<file path="config.mk">
export PLATFORM = sky130hd
export DESIGN_NAME = two_digit_lcd_mux_driver
export DESIGN_NICKNAME = d
export VERILOG_FILES = /design/src/rtl/core/tdlcd_pkg.sv /design/src/rtl/core/two_digit_lcd_mux_driver.sv /design/src/rtl/core/tdlcd_row_enc.sv /design/src/rtl/core/tdlcd_scan.sv
export SDC_FILE = /design/constraint.sdc
export NUM_CORES = 1
export LEC_CHECK = 0
export BUFFER_PORTS_ARGS = -buffer_cell sky130_fd_sc_hd__buf_2
export CAP_MARGIN = 20
export CORE_MARGIN = 4
export CORE_UTILIZATION = 25
export CTS_BUF_LIST = sky130_fd_sc_hd__clkbuf_4 sky130_fd_sc_hd__clkbuf_8 sky130_fd_sc_hd__clkbuf_16
export CTS_CLUSTER_SIZE = 25
export DETAILED_ROUTE_END_ITERATION = 6
export PLACE_DENSITY_LB_ADDON = 0.15
export SKIP_LAST_GASP = 1
export SYNTH_ARGS = -nofsm -noshare
export SYNTH_HDL_FRONTEND = slang
export SYNTH_SLANG_ARGS = --single-unit
</file>
<file path="constraint.sdc">
create_clock -name clk -period 11.4 [get_ports clk]
set_clock_uncertainty 0.15 [all_clocks]
set_input_delay 2.28 -clock clk [delete_from_list [all_inputs] [get_ports clk]]
set_output_delay 2.28 -clock clk [all_outputs]
set_load 0.02 [all_outputs]
</file>
<file path="src/rtl/core/tdlcd_pkg.sv">
package tdlcd_pkg;

  localparam int NUM_COMS  = 4;
  localparam int COM_W     = 2;
  localparam int ROW_W     = 8;
  localparam int VALUE_W   = 16;
  localparam int IN_DATA_W = 16;
  localparam int OUT_DATA_W = 16;

  localparam logic [ROW_W-1:0]   ROW_MARKER   = 8'h0a;
  localparam logic [ROW_W-1:0]   ROW_MINUS    = 8'h20;
  localparam logic [ROW_W-1:0]   ROW_OVERFLOW = 8'h2a;
  localparam logic [VALUE_W-1:0] MAX_SHOWN    = 16'd99;

  localparam logic KIND_LOAD = 1'b0;
  localparam logic KIND_TICK = 1'b1;

  typedef logic [ROW_W-1:0] row_t;
  typedef row_t [NUM_COMS-1:0] rows_t;

  // one processed word handed to the scan stage
  typedef struct packed {
    logic fire;
    logic load;
  } step_t;

  function automatic row_t glyph(input logic [3:0] digit);
    row_t g;
    unique case (digit)
      4'd0:    g = 8'h77;
      4'd1:    g = 8'h14;
      4'd2:    g = 8'h5b;
      4'd3:    g = 8'h5d;
      4'd4:    g = 8'h3c;
      4'd5:    g = 8'h6d;
      4'd6:    g = 8'h6f;
      4'd7:    g = 8'h54;
      4'd8:    g = 8'h7f;
      4'd9:    g = 8'h7d;
      default: g = 8'h00;
    endcase
    return g;
  endfunction

endpackage

</file>
<file path="src/rtl/core/two_digit_lcd_mux_driver.sv">
// two-digit multiplexed segment lcd driver, four commons, half bias
// input stream: in_tuser selects the word kind (load number or phase tick),
//   in_tdata carries the signed 16-bit value, read on a load only
// output stream: one word per input word with the segment port byte,
//   the common line levels and the push-pull drive mask of the commons
// a load rebuilds the four segment rows and restarts the scan at common 0,
//   direct phase; a tick steps to the next phase (direct, inverted, next com)
// an accepted input word passes the input register, then row decode and
//   scan update into the output register
// throughput: one word per cycle while the receiver keeps taking words, set by the single decode stage
// reset: rows show only the marker, scan at common 0 direct phase, both
//   stages empty
// when the receiver stalls the output register holds its word, the input
//   register still takes one more word, then in_tready drops
module two_digit_lcd_mux_driver (
  input  logic                                clk,
  input  logic                                rst_n,
  input  logic                                in_tvalid,
  output logic                                in_tready,
  input  logic [tdlcd_pkg::IN_DATA_W-1:0]     in_tdata,   // value[15:0]
  input  logic                                in_tuser,   // kind
  output logic                                out_tvalid,
  input  logic                                out_tready,
  output logic [tdlcd_pkg::OUT_DATA_W-1:0]    out_tdata   // seg_pins, com_levels, com_drive_mask
);

  logic                                  in_valid_r, in_valid_nxt;
  logic                                  kind_r;
  logic signed [tdlcd_pkg::VALUE_W-1:0]  value_r;
  logic                                  out_free;
  tdlcd_pkg::step_t                      step;
  tdlcd_pkg::rows_t                      rows_new;

  assign in_tready    = !in_valid_r || out_free;
  assign step.fire    = in_valid_r && out_free;
  assign step.load    = kind_r == tdlcd_pkg::KIND_LOAD;
  assign in_valid_nxt = (in_tvalid && in_tready) || (in_valid_r && !out_free);

  always_ff @(posedge clk) begin
    if (!rst_n) begin
      in_valid_r <= 1'b0;
    end else begin
      in_valid_r <= in_valid_nxt;
    end
    if (in_tvalid && in_tready) begin
      kind_r  <= in_tuser;
      value_r <= $signed(in_tdata[tdlcd_pkg::VALUE_W-1:0]);
    end
  end

  tdlcd_row_enc u_row_enc (
    .value (value_r),
    .rows  (rows_new)
  );

  tdlcd_scan u_scan (
    .clk        (clk),
    .rst_n      (rst_n),
    .step       (step),
    .rows_new   (rows_new),
    .out_free   (out_free),
    .out_tvalid (out_tvalid),
    .out_tready (out_tready),
    .out_tdata  (out_tdata)
  );

endmodule

</file>
<file path="src/rtl/core/tdlcd_row_enc.sv">
module tdlcd_row_enc (
  input  logic signed [tdlcd_pkg::VALUE_W-1:0] value,
  output tdlcd_pkg::rows_t                     rows
);

  logic                            neg;
  logic [tdlcd_pkg::VALUE_W-1:0]   mag;
  logic                            ovf;
  logic [6:0]                      mag7;
  logic [14:0]                     prod;
  logic [3:0]                      tens;
  logic [6:0]                      tens_x10;
  logic [3:0]                      units;
  tdlcd_pkg::row_t                 t_g;
  tdlcd_pkg::row_t                 u_g;

  always_comb begin
    neg      = value[tdlcd_pkg::VALUE_W-1];
    mag      = neg ? tdlcd_pkg::VALUE_W'(-value) : tdlcd_pkg::VALUE_W'(value);
    ovf      = mag > tdlcd_pkg::MAX_SHOWN;
    mag7     = mag[6:0];
    // divide by ten via reciprocal, exact for every 7-bit input
    prod     = 15'(mag7) * 15'd205;
    tens     = prod[14:11];
    tens_x10 = 7'(tens) * 7'd10;
    units    = 4'(mag7 - tens_x10);
    t_g      = tdlcd_pkg::glyph(tens);
    u_g      = tdlcd_pkg::glyph(units);

    if (ovf) begin
      rows[0] = '0;
      rows[1] = '0;
      rows[2] = '0;
      rows[3] = tdlcd_pkg::ROW_OVERFLOW;
    end else begin
      rows[0] = {4'b0, t_g[1:0], u_g[1:0]};
      rows[1] = {4'b0, t_g[3:2], u_g[3:2]} | (neg ? tdlcd_pkg::ROW_MINUS : 8'h00);
      rows[2] = {4'b0, t_g[5:4], u_g[5:4]};
      rows[3] = {4'b0, t_g[7:6], u_g[7:6]} | tdlcd_pkg::ROW_MARKER;
    end
  end

endmodule

</file>
<file path="src/rtl/core/tdlcd_scan.sv">
module tdlcd_scan (
  input  logic                                clk,
  input  logic                                rst_n,
  input  tdlcd_pkg::step_t                    step,
  input  tdlcd_pkg::rows_t                    rows_new,
  output logic                                out_free,
  output logic                                out_tvalid,
  input  logic                                out_tready,
  output logic [tdlcd_pkg::OUT_DATA_W-1:0]    out_tdata
);

  tdlcd_pkg::rows_t                   rows_r,  rows_nxt;
  logic [tdlcd_pkg::COM_W-1:0]        idx_r,   idx_nxt;
  logic                               ph_r,    ph_nxt;
  logic                               valid_r, valid_nxt;
  logic [tdlcd_pkg::OUT_DATA_W-1:0]   data_r,  data_nxt;
  logic [tdlcd_pkg::NUM_COMS-1:0]     onehot;
  tdlcd_pkg::row_t                    row;

  assign out_free   = !valid_r || out_tready;
  assign out_tvalid = valid_r;
  assign out_tdata  = data_r;

  always_comb begin
    rows_nxt  = rows_r;
    idx_nxt   = idx_r;
    ph_nxt    = ph_r;
    valid_nxt = valid_r && !out_tready;
    if (step.fire) begin
      valid_nxt = 1'b1;
      if (step.load) begin
        rows_nxt = rows_new;
        idx_nxt  = '0;
        ph_nxt   = 1'b0;
      end else if (!ph_r) begin
        ph_nxt = 1'b1;
      end else begin
        ph_nxt  = 1'b0;
        idx_nxt = idx_r + 1'b1;
      end
    end
    onehot = tdlcd_pkg::NUM_COMS'(1) << idx_nxt;
    row    = rows_nxt[idx_nxt];
    if (ph_nxt) begin
      data_nxt = {onehot, onehot, ~row};
    end else begin
      data_nxt = {onehot, ~onehot, row};
    end
  end

  always_ff @(posedge clk) begin
    if (!rst_n) begin
      rows_r  <= {tdlcd_pkg::ROW_MARKER, 8'h00, 8'h00, 8'h00};
      idx_r   <= '0;
      ph_r    <= 1'b0;
      valid_r <= 1'b0;
    end else begin
      rows_r  <= rows_nxt;
      idx_r   <= idx_nxt;
      ph_r    <= ph_nxt;
      valid_r <= valid_nxt;
    end
    if (step.fire) begin
      data_r <= data_nxt;
    end
  end

  a_mask_onehot: assert property (@(posedge clk) disable iff (!rst_n)
    valid_r |-> $onehot(data_r[15:12]))
    else $error("drive mask not one-hot");

  a_levels_match_phase: assert property (@(posedge clk) disable iff (!rst_n)
    valid_r |-> (data_r[11:8] == data_r[15:12]) || (data_r[11:8] == ~data_r[15:12]))
    else $error("common levels inconsistent with drive mask");

  a_load_restarts: assert property (@(posedge clk) disable iff (!rst_n)
    step.fire && step.load |=> idx_r == '0 && !ph_r && data_r[11:8] == 4'b1110)
    else $error("load did not restart scan");

  a_tick_direct_to_inv: assert property (@(posedge clk) disable iff (!rst_n)
    step.fire && !step.load && !ph_r |=> ph_r && idx_r == $past(idx_r))
    else $error("tick from direct phase moved common");

  a_hold_on_stall: assert property (@(posedge clk) disable iff (!rst_n)
    valid_r && !out_tready && !step.fire |=> valid_r && $stable(data_r))
    else $error("stalled word lost");

endmodule

</file>
Word-level counts from Yosys, hierarchy flattened --
Memory sizes are Yosys's and may differ from the RTL's. Cells that the tools add are included.
Cells by class: $add $sub $neg 3, multiply operators 2, magnitude comparators 2, shift-type cells 1, multiplexer cells 15, bitwise logic cells 3, reduce and logical (&&, ||, !) cells 11
Operator list (number):
- $mux 32 | 2
- $mux 30 | 1
- $bmux 8 s2 | 1
- $gt 16x7->1 const B | 1
- $mux 16 | 1
- $neg 16->16 | 1
- $mul 7x8->15 const B | 1
- $mux 12 | 1
- $mux 8 | 1
- $not 8->8 | 1
- $or 4x8->8 | 1
- $mux 2 | 3
- $mux 6 | 1
- $logic_and 1x1->1 | 4
- $logic_not 1->1 | 4
- $mul 4x3->3 const B | 1
- $mux 1 | 4
- $not 4->4 | 1
- $shl 1x2->4 const A | 1
- $sub 4x4->4 | 1
- $logic_or 1x1->1 | 3
- $lt 2x3->1 const B | 1
- $add 2x1->2 const B | 1
Storage, ports and cells: bits in registers 70, bits in read-only memories 224, bits of input ports 21, output and inout bits 18, logic and storage cells 50, memories kept 2
Memories:
- (name not given) | words 16, bits a word 7, read ports 1, clocked after memory_dff 0, write ports 0, RTL line tdlcd_pkg.sv:29 | unique case (digit)
- (name not given) | words 16, bits a word 7, read ports 1, clocked after memory_dff 0, write ports 0, RTL line tdlcd_pkg.sv:29

Longest topological paths before layout --
Gate-level depths: netlist (run 1). An unclocked memory read counts as a cell.
depth after elaboration 14, mapped depth 31, depth with buffers taken out 30

Hierarchy --
From an unflattened synthesis (run 1), not the netlist that was laid out.
Unflattened totals: cells, all modules 504, area, all modules 4979.8 µm²
By module, submodules not included:
- tdlcd_scan | times used 1, cells an instance 236, area an instance 2557.5 µm², seq. area each 1201.2 µm²
- tdlcd_row_enc | times used 1, cells an instance 244, area an instance 1843.0 µm², seq. area each 0.0 µm²
- two_digit_lcd_mux_driver | times used 1, cells an instance 24, area an instance 579.3 µm², seq. area each 530.5 µm²

Least setup slack after synthesis (run 1) --
Ideal clock, no wire load.
path type flip-flop to flip-flop, start point register value_r[0] (netlist name), end point register u_scan.data_r, in the netlist u_scan.out_tdata[1], data pin, library setup time 270 ps, arrival time 5980 ps, data required time 10980 ps, path slack 4999 ps, cell stages (with the launch flop) 28, path buffers 1, clock period less this slack 6401 ps, cell sequence edfxtp_1 > buf_2 > inv_1 > ha_1 > a21oi_1 > or2_2 > ha_1 > ha_1 > fa_1 > inv_1 > fa_1 > inv_1 > ha_1 > a31oi_1 > o211ai_4 > a2111oi_4 > nor3_4 > inv_2 > xnor2_1 > ha_1 > a31oi_1 > a211o_2 > o211ai_1 > nor2b_4 > o221ai_2 > a22o_1 > a211oi_2 > xor2_1
On the way: word-level cells in the longest chain between the ends 14, elaborated cells on any way between the ends 15, classes of those cells add/sub: 2; mul: 2; order compare: 1; mux: 7; bitwise: 2; memory: 1
Ends and longest elaborated chain:
- start: declaration | RTL line two_digit_lcd_mux_driver.sv:29 | logic signed [tdlcd_pkg::VALUE_W-1:0] value_r;
- start signal: assignment | RTL line two_digit_lcd_mux_driver.sv:47 | value_r <= $signed(in_tdata[tdlcd_pkg::VALUE_W-1:0]);
- $neg 16->16 | RTL line tdlcd_row_enc.sv:19 | mag = neg ? tdlcd_pkg::VALUE_W'(-value) : tdlcd_pkg::VALUE_W'(value);
- $mux 16 (*) | RTL line tdlcd_row_enc.sv:19
- $mul 7x8->15 | RTL line tdlcd_row_enc.sv:23 | prod = 15'(mag7) * 15'd205;
- $mul 4x3->3 | RTL line tdlcd_row_enc.sv:25 | tens_x10 = 7'(tens) * 7'd10;
- $sub 4x4->4 | RTL line tdlcd_row_enc.sv:26 | units = 4'(mag7 - tens_x10);
- $mem_v2 16x7
- $or 4x8->8 | RTL line tdlcd_row_enc.sv:37 | rows[1] = {4'b0, t_g[3:2], u_g[3:2]} | (neg ? tdlcd_pkg::ROW_MINUS : 8'h00);
- $mux 30 (*) | RTL line tdlcd_row_enc.sv:30 | if (ovf) begin
- $mux 32 (*) | RTL line tdlcd_scan.sv:31 | if (step.load) begin
- $mux 32 (*) | RTL line tdlcd_scan.sv:29 | if (step.fire) begin
- $bmux 8 s2 (*) | RTL line tdlcd_scan.sv:43 | row = rows_nxt[idx_nxt];
- $mux 8 (not written as such) (*) | RTL line tdlcd_scan.sv:43
- $not 8->8 | RTL line tdlcd_scan.sv:45 | data_nxt = {onehot, onehot, ~row};
- $mux 12 (*) | RTL line tdlcd_scan.sv:44 | if (ph_nxt) begin
- named net u_scan.data_nxt (one bit) | RTL line tdlcd_scan.sv:16 | logic [tdlcd_pkg::OUT_DATA_W-1:0] data_r, data_nxt;
- end signal: assignment | RTL line tdlcd_scan.sv:64 | data_r <= data_nxt;
- end: declaration | RTL line tdlcd_scan.sv:16
Mark *: on every way through the listed nets, which the timed path passes. The rest lies on a longest branch. The select of a mux whose other input is x is not followed. A chain may end at the register's enable or synchronous reset.

Worst setup path after layout (run 1) --
Ends and elaborated chain as after synthesis.

==> results.yml, run 1 <==
setup_path:
  crit_buf_inv: 6
  path_delay_family: "adder cells"
  crit_path_max_fanout: 11
  critPathKind: "register to register"
  cp.required_ns: 11.33
  worstSetupPathDepth: 30
  crit_path_start: "value_r[0]"
  rr_worst_depth: 30
  r2r_end: "u_scan.out_tdata[1]"
  worstSetupStartpointType: "register"
  arrival_ns: 7.04
  r2r-start: "value_r[0]"
  critical_path.max_stage_delay_ns: 0.54
  slowest_stage: "edfxtp_1"
  ff2ff_setup_slack_ns: 4.28
  endpoint: "u_scan.out_tdata[1]"
  critPathCaptureType: "register"
routing:
  wl_um: 10700
  drt-initial-drc-count: 123
  wire_per_inst_um: 14.6
  dr.pass1.iters: 4
  viasPerCell: 4.69
  vias: 3430
  drc: 0
  ant_nets: 0
grt:
  grt_pass1_vias: 3431
  antenna_found_initial: 0
  grt_overflow_total: 0
  grt_max_degree: 36
  grt_pass1_wl_um: 17500
  grt_use_total_pct: 10.7
yosys:
  syn_avg_cell_area_um2: 10.1
  yosys_warnings: 0
  ys_ff_latch: 70
  syn_area_um2: 4660
  syn_inst: 461
  async_flop_share_pct: 0
  yosysUniqueCellTypes: 81
  synth_nets: 534
  yosysSeqAreaShare_pct: 37.2
  ys_top_cells_by_area: "edfxtp_1, dfxtp_1, ha_1, fa_1, inv_1"
  synthFlopType: "dfxtp_1"
  synth_top_area_share_pct: 21.3
  yosysTopAreaCell: "edfxtp_1"
  synth_edf_count: 33
floorplanning:
  start_util_pct: 25.7
  die_x_um: 144
  die_y_um: 144
  die-area_um2: 20900
  coreArea_um2: 18100
  io_pins: 39
  rows: 49
layout:
  instances_no_fill: 731
  nets: 570
  diodes: 0
  multi_input_area_um2: 2680
  layout-drive-gt1-share_pct: 19.9
  regArea_um2: 1730
  area_growth_pct: 15.2
  fill_cells: 1896
clock_network:
  clockBufferDepth: 2
  cts_tree: "built"
  cts_max_level: 3
  clk_pin_slew_ns: 0.06
  cts-root-buf: "clkbuf_16"
  postCtsSetupBuffers: 0
  numCtsBuffers: 9
  ctsResizeCount: 0
  clock_sinks: 70
  hold_buffers: 0
  clock_latency_ns: 0.34
timing:
  timing.setup.tns_ns: 0
  fin_crit_sh_pct: 62.5
  rsz0062_at_grt: "no"
  hold-worst-slack_ns: 0.294
  relSlewSlack_pct: 28.2
  setup_viol: 0
  fmax_mhz: 140
  fin_ws_ns: 4.28
  hold_viol: 0
  fin_crit_ns: 7.12
  worstMarginPinSlew_ns: 1.08
  drv_slew: 0
place:
  placed_cells: 715
  dp_slack_ns: 4.23
  dp_hpwl_um: 8170
  gp_congestion: 0.823
  io_buffers: 38
power_and_ir_drop:
  p_leak_uw: 0.00222
  ir_drop_mv: 0.0763
  power_density_nw_per_um2: 219
job:
  drv_cap: 0
run_status:
  status: "complete, no violations"
worst_hold_path:
  min-delay-start: "u_scan.rows_r[25]"
  min_path_type: "register to register"
worst min path at each step:
stage,endpoint,slack [ns],depth (start not counted)
after CTS,u_scan.rows_r[25],0.30,1
after global routing,u_scan.rows_r[27],0.31,1
after global placement,u_scan.rows_r[25],0.29,1
after detailed placement,u_scan.rows_r[25],0.29,1
after floorplan,u_scan.rows_r[25],0.27,1
final,u_scan.rows_r[25],0.29,1
sequential cells by signal (all words and copies together) (netlist names):
name and flops:
u_scan.ph_r 1, in_valid_r 1, kind_r 1, u_scan.idx_r 2, u_scan.rows_r 32, u_scan.out_tvalid 1, value_r 16, u_scan.out_tdata 16
cell families after synthesis:
family	after synthesis	share of synthesized area, %
fa+ha+maj	52	15.3
buf+inv	60	5.27
mux	6	1.40
xor+xnor	20	4.49
compound gates	107	18.3
flops	70	37.2
simple gates	146	18.1
layout make-up:
| type | count | share of cell area [%] |
|---|---|---|
| Clock inverter | 6 | 0.793 |
| Clock buffer | 10 | 4.66 |
| Multi-Input combinational cell | 331 | 50.0 |
| Inverter | 45 | 3.15 |
| Timing Repair Buffer | 40 | 3.82 |
| Tap cell | 229 | 5.34 |
| Sequential cell | 70 | 32.3 |
cells in the mapped netlist, drive strengths merged, types with 4 or more instances:
| cell | instances |
|---|---|
| fa | 8 |
| a21oi | 17 |
| a22oi | 8 |
| nor2b | 14 |
| ha | 44 |
| a21o | 6 |
| mux2i | 5 |
| a221oi | 4 |
| nand2b | 6 |
| dfxtp | 37 |
| and3 | 19 |
| o22ai | 4 |
| o211ai | 5 |
| o21ai | 18 |
| or2 | 7 |
| nand2 | 29 |
| o21a | 4 |
| nand3 | 11 |
| edfxtp | 33 |
| nor4 | 5 |
| o31ai | 4 |
| nor3 | 10 |
| and2 | 6 |
| xor2 | 10 |
| a21boi | 10 |
| inv | 45 |
| clkbuf | 12 |
| nor2 | 24 |
| xnor2 | 10 |
through the flow:
step / total power, µW / cell area, µm² / utilization (%)
after global placement: 912 / 5070 / 28.0
after CTS: 1190 / 5370 / 29.6
after floorplan: 785 / 4660 / -
after detailed placement: 911 / 5070 / 28.0
final: 1170 / 5370 / 29.6
after global routing: 1270 / 5370 / 29.6
per-layer routing:
layer,up-vias,GRT usage [%],part of all wire (%)
li1,1741,-,-
met1,1642,14.3,49
met2,40,17.1,47
met3,7,2.58,2.9
met4,0,3.19,1.0
met5,-,0,0
power breakdown:
group / internal [µW] / switching [µW] / leakage [µW] / total, µW
Sequential: 272 / 7.35 / 0.000613 / 279
Combinational: 256 / 368 / 0.00147 / 623
Clock: 161 / 110 / 0.000140 / 271
cell usage in the layout, fill, tap and decap left out, types with 9 or more instances in the layout:
cell type   n
xor2_1     10
buf_2      38
edfxtp_1   33
a21oi_1    15
nand2_1    29
nand3_1    11
inv_1      42
nor2_1     23
clkbuf_16  10
ha_1       44
and3_1     18
o21ai_0    15
nor2b_1    13
dfxtp_1    37
nor3_1      9
Power figures use the tool's default switching activity.
==> run 2: changes to the inputs <==
Settings changed: ABC_AREA from default to 1.
Clock period 11.4 ns to 6.2 ns, I/O delays scaled along.
==> run 2 against run 1 <==
  * Critical endpoint is now u_scan.out_tdata[0]
  * Synthesized cell count increased by 25%
  * Routed wire length fell by 2.1%
  * Global-route usage down 0.12 points
  * Count of clock-buffer cells in the layout is 1 lower
  * Largest power group unchanged
  * Setup slack lost 3.8 ns
  * Power rose by 83%
  * Non-clock buffer count grew 10
  * Clock power grew 100%
  * Die area decreased by 0.10%
==> results.yml, run 2 <==
yosys:
  ys_ff_latch: 70
  syn_avg_cell_area_um2: 8.10
  yosysTopAreaCell: "edfxtp_1"
  yosysSeqAreaShare_pct: 37.2
  yosys_warnings: 0
  yosysUniqueCellTypes: 38
  synth_edf_count: 33
  syn_area_um2: 4650
  synth_common_cells: "nand2_1, inv_1, nand3_1"
  ys_top_cells_by_area: "edfxtp_1, dfxtp_1, ha_1, nand2_1, inv_1"
  synth_nets: 647
  synthFlopType: "dfxtp_1"
  syn_inst: 574
  synth_top_area_share_pct: 21.3
  async_flop_share_pct: 0
  synth_most_common_cell: "nand2_1"
power_and_ir_drop:
  p_leak_uw: 0.00259
  p_clk_share_pct: 25.6
  power_density_nw_per_um2: 388
  power.switching_uw: 904
  p_seq_share_pct: 23.8
  p_sw_share_pct: 42.1
  p_int_uw: 1240
  ir_drop_mv: 0.142
  combPwrFrac_pct: 50.7
routing:
  wl_um: 10500
  wire_per_inst_um: 12.2
  ant_nets: 0
  vias: 3760
  drt-initial-drc-count: 125
  viasPerCell: 4.37
  drc: 0
  dr.pass1.iters: 4
layout:
  nets: 700
  diodes: 0
  area_growth_pct: 19.0
  largest_register_ffs: 32
  layout-drive-gt1-share_pct: 17.9
  regMostFlops: "u_scan.rows_r"
  final_cell_mix: "nand2_1, inv_1, nand3_1"
  final_common_cell: "nand2_1"
clock_network:
  clk_pin_slew_ns: 0.06
  cts_max_level: 3
  clockBufferDepth: 2
  numCtsBuffers: 9
  cts_tree: "built"
  clock_sinks: 70
  clock_latency_ns: 0.33
  cts-root-buf: "clkbuf_16"
timing:
  timing.setup.tns_ns: 0
  worstMarginPinSlew_ns: 0.812
  hold_viol: 0
  hold-worst-slack_ns: 0.271
  setup_viol: 0
  drv_slew: 0
  fin_crit_sh_pct: 92.1
  fin_crit_ns: 5.71
  relSlewSlack_pct: 45.6
  rsz0062_at_grt: "no"
  fmax_mhz: 175
setup_path:
  slowest_stage: "fa_1"
  critPathCaptureType: "register"
  critical_path.max_stage_delay_ns: 0.51
  crit_path_max_fanout: 6
  critPathKind: "register to register"
  cp_common_cell: "nand2_1"
  crit_buf_inv: 5
  worstSetupStartpointType: "register"
  arrival_ns: 5.64
  cp.required_ns: 6.14
  path_delay_family: "adder cells"
grt:
  grt_max_degree: 29
  antenna_found_initial: 0
  grt_overflow_total: 0
  grt_pass1_vias: 3713
  grt_use_total_pct: 10.6
  grt_pass1_wl_um: 17700
floorplanning:
  start_util_pct: 25.6
  rows: 49
  die_x_um: 144
  io_pins: 39
  die_y_um: 144
  die-area_um2: 20900
  coreArea_um2: 18100
job:
  drv_cap: 0
place:
  gp_congestion: 0.837
  dp_hpwl_um: 8280
  io_buffers: 38
worst_hold_path:
  min_path_type: "register to register"
run_status:
  status: "complete, no violations"
==> run 2: changes by cell type after synthesis, sizes merged, moves of 14 or more <==
cell	before	now
nand3	11	55
inv	45	98
nand2	29	134
nor2	24	48
nor2b	14	0
and3	19	0
==> run 2: what timing repair did <==
| action | in CTS | in global routing |
|---|---|---|
| hold buffers | 0 | 0 |
| gates resized for setup | 0 | 10 |
| setup endpoints to repair | 0 | 2 |
| setup buffers | 0 | 4 |
==> run 2: cell families (layout without fill, tap and decap cells) <==
logic type	after synthesis	count (layout)	share of synthesized area [%]
buffers and inverters	106	164	8.74
AOI/OAI and AO/OA	67	67	8.58
xor gates and xnor gates	23	23	4.98
and+or+nand+nor	256	256	25.2
DFF	70	70	37.2
adders and majority gates	52	52	15.3
==> run 2: power groups by stage <==
stage          Sequential, µW  Clock, µW  Combinational [µW]
2_1_floorplan             527          0                 810
5_1_grt                   511        588                1270
3_3_place_gp              520          0                1060
3_5_place_dp              520          0                1070
6_report                  510        549                1090
4_1_cts                   510        565                1080
==> run 2: metrics by stage <==
step                      power, µW  setup slack (ns)  cells  util (%)  instance area [µm²]
after global placement         1580             0.432    841      28.4                 5150
after floorplan                1340             0.570    574         -                 4650
after detailed placement       1590             0.304    841      28.4                 5150
final                          2150             0.492    861      30.5                 5540
after global routing           2370          0.000274    861      30.5                 5540
after CTS                      2150             0.287    857      30.2                 5470
==> run 2: metal layers <==
layer	part of all wire, %	vias up	track usage [%]
met4	1.3	0	2.95
met2	47	53	17.3
met3	2.7	12	2.28
met1	49	1720	14.1
met5	0	-	0
li1	-	1975	-
==> run 2: cell type report <==
cell class	count	area [µm²]
timing repair buffer	50	280
inverter	98	368
fill	1899	12600
sequential	70	1730
multi-input combinational	398	2540
clock inverter	7	98.8
tap	229	287
clock buffer	9	225
==> run 2: path summary, 6_finish.rpt <==
path | from | endpoint | slack [ns] | depth (start not counted)
worst max register to register | value_r[1] | u_scan.out_tdata[0] | 0.49 | 30
worst min-delay path | u_scan.rows_r[27] | u_scan.rows_r[27] | 0.27 | 2
worst max-delay path | value_r[1] | u_scan.out_tdata[0] | 0.49 | 30
worst min register to register | u_scan.rows_r[27] | u_scan.rows_r[27] | 0.27 | 2
==> run 2: worst reg2reg max path, delay by kind of cell (launching register included) <==
family / cells / cell delay [ns]
buf+inv: 5 / 0.30
simple gates: 14 / 1.23
flops: 1 / 0.37
xor+xnor: 1 / 0.28
fa+ha+maj: 8 / 2.72
compound gates: 2 / 0.40
==> run 3: changes to the inputs <==
Settings changed: BUFFER_PORTS_ARGS -buffer_cell sky130_fd_sc_hd__buf_2 to -buffer_cell sky130_fd_sc_hd__buf_4, CORE_ASPECT_RATIO from default to 0.8, RECOVER_POWER from default to 100.
==> run 3 against run 2 <==
  * Largest power group unchanged
  * Largest cell class unchanged
  * Global-route usage grew 0.25 points
  * Cell count grew 3.0%
  * Fmax shrank 0.94%
==> results.yml, run 3 (same netlist as run 2, synthesis figures left out) <==
run_status:
  status: "complete, no violations"
grt:
  busiest_layer: "met2"
  met2_usage_pct: 16.4
  grt_use_total_pct: 10.8
  grt_max_degree: 29
  grt_overflow_total: 0
  antenna_found_initial: 0
  grt_use_met1_pct: 15.2
  gr-usage-met3_pct: 2.72
  grt_pass1_vias: 3723
  grt_pass1_wl_um: 18100
floorplanning:
  die_y_um: 130
  die_x_um: 161
  coreArea_um2: 18200
  rows: 44
  start_util_pct: 25.5
  die-area_um2: 20900
  io_pins: 39
clock_network:
  cts_tree: "built"
  clockBufferDepth: 2
  clk_pin_slew_ns: 0.06
  clock_latency_ns: 0.34
  cts-root-buf: "clkbuf_16"
  cts_max_level: 3
  hold_buffers: 0
  clock_sinks: 70
  numCtsBuffers: 9
setup_path:
  critical_path.max_stage_delay_ns: 0.42
  critPathCaptureType: "register"
  rr_worst_depth: 30
  worstSetupPathDepth: 30
  crit_path_start: "value_r[0]"
  crit_path_max_fanout: 6
  ff2ff_setup_slack_ns: 0.44
  slowest_stage: "fa_1"
  endpoint: "u_scan.out_tdata[1]"
  worstSetupStartpointType: "register"
  arrival_ns: 5.69
  path_delay_family: "adder cells"
  cp_common_cell: "nand2_1"
  r2r-start: "value_r[0]"
  critPathKind: "register to register"
  crit_buf_inv: 4
  cp.required_ns: 6.13
  r2r_end: "u_scan.out_tdata[1]"
layout:
  fill_cells: 1968
  nets: 702
  area_growth_pct: 18.7
  regMostFlops: "u_scan.rows_r"
  layout-drive-gt1-share_pct: 12.5
  final_common_cell: "nand2_1"
  largest_register_ffs: 32
  design_area_um2: 5520
  diodes: 0
  final_cell_mix: "nand2_1, inv_1, nand3_1"
routing:
  wl_um: 10700
  drt-initial-drc-count: 155
  ant_nets: 0
  dr.pass1.iters: 4
  wire_per_inst_um: 12.0
  viasPerCell: 4.24
  drc: 0
  vias: 3762
place:
  dp_slack_ns: 0.326
  gp_congestion: 0.792
  dpl_cell_area_um2: 5280
  io_buffers: 38
  dp_hpwl_um: 8400
timing:
  fin_ws_ns: 0.438
  setup_viol: 0
  worstMarginPinSlew_ns: 1.43
  fin_crit_ns: 5.76
  timing.setup.tns_ns: 0
  drv_slew: 0
  rsz0062_at_grt: "no"
  relSlewSlack_pct: 3.65
  fmax_mhz: 174
  hold_viol: 0
  fin_crit_sh_pct: 92.9
power_and_ir_drop:
  ir_drop_mv: 0.207
  p_seq_share_pct: 24.0
  p_sw_share_pct: 41.7
  combPwrFrac_pct: 50.3
  fin_total_pwr_uw: 2130
  power.switching_uw: 890
  power_density_nw_per_um2: 386
  p_leak_uw: 0.00255
  p_int_uw: 1240
  p_clk_share_pct: 25.8
worst_hold_path:
  min_path_type: "register to register"
  whs_path_depth: 2
job:
  drv_cap: 0
-- run 3: changes by cell type in the layout (fill, tap and decap cells not counted), moves of 2 or more --
| cell | change |
|---|---|
| clkbuf_4 | +19 |
| nand3_2 | -2 |
| nor2_1 | +5 |
| buf_4 | +2 |
| nand3_1 | +2 |
| inv_2 | -3 |
| clkinv_4 | -2 |
| nor2_4 | -3 |
| buf_2 | -38 |
| xor2_1 | +2 |
| clkbuf_1 | +20 |
| xor2_2 | -2 |
| inv_1 | +3 |
| nor2_2 | -2 |
-- run 3: worst min-delay path by stage --
stage | startpoint | end | slack, ns
floorplan | u_scan.rows_r[27] | u_scan.rows_r[27] | 0.25
global placement | u_scan.rows_r[25] | u_scan.rows_r[25] | 0.26
detailed placement | u_scan.rows_r[25] | u_scan.rows_r[25] | 0.27
CTS | u_scan.rows_r[25] | u_scan.rows_r[25] | 0.28
global route | u_scan.rows_r[25] | u_scan.rows_r[25] | 0.32
finish | u_scan.rows_r[25] | u_scan.rows_r[25] | 0.28
-- run 3: metrics by stage --
step                      std cells  hold slack [ns]  utilization [%]
after global routing            887            0.318             30.3
after global placement          866            0.261             29.0
after CTS                       882            0.279             30.7
after detailed placement        866            0.266             29.0
final                           887            0.282             30.3
after floorplan                 574            0.246                -
-- run 3: power groups by stage --
stage / logic (µW) / registers (µW) / clock network [µW]
2_1_floorplan: 810 / 527 / 0
3_3_place_gp: 1060 / 521 / 0
3_5_place_dp: 1070 / 521 / 0
4_1_cts: 1080 / 511 / 570
5_1_grt: 1240 / 513 / 589
6_report: 1070 / 511 / 549
-- run 3: worst min-delay path, stage by stage, from the launching register on --
cell     delay (ns)
dfxtp_1        0.30
nor2_1         0.05
nand2_1        0.05
-- run 3: area by class of cell --
cell class | count | area (µm²) | share of cell area, %
Clock buffer | 10 | 233 | 4.21
Multi-Input combinational cell | 398 | 2470 | 44.8
Timing Repair Buffer | 52 | 315 | 5.71
Sequential cell | 70 | 1730 | 31.3
Tap cell | 253 | 317 | 5.73
Inverter | 98 | 368 | 6.66
Clock inverter | 6 | 86.3 | 1.56
-- run 3: metal layers --
| layer | share of wire (%) | wire length [µm] | vias to the layer above |
|---|---|---|---|
| met5 | 0 | 0 | - |
| met4 | 1.3 | 139 | 0 |
| met3 | 3.0 | 320 | 8 |
| met2 | 42 | 4470 | 52 |
| met1 | 54 | 5740 | 1719 |
| li1 | - | - | 1983 |
-- run 3: timing repair --
action,CTS,global route
endpoints found under the hold margin,0,0
resized for setup,0,5
buffers inserted,0,5
endpoints found under the setup margin,0,2
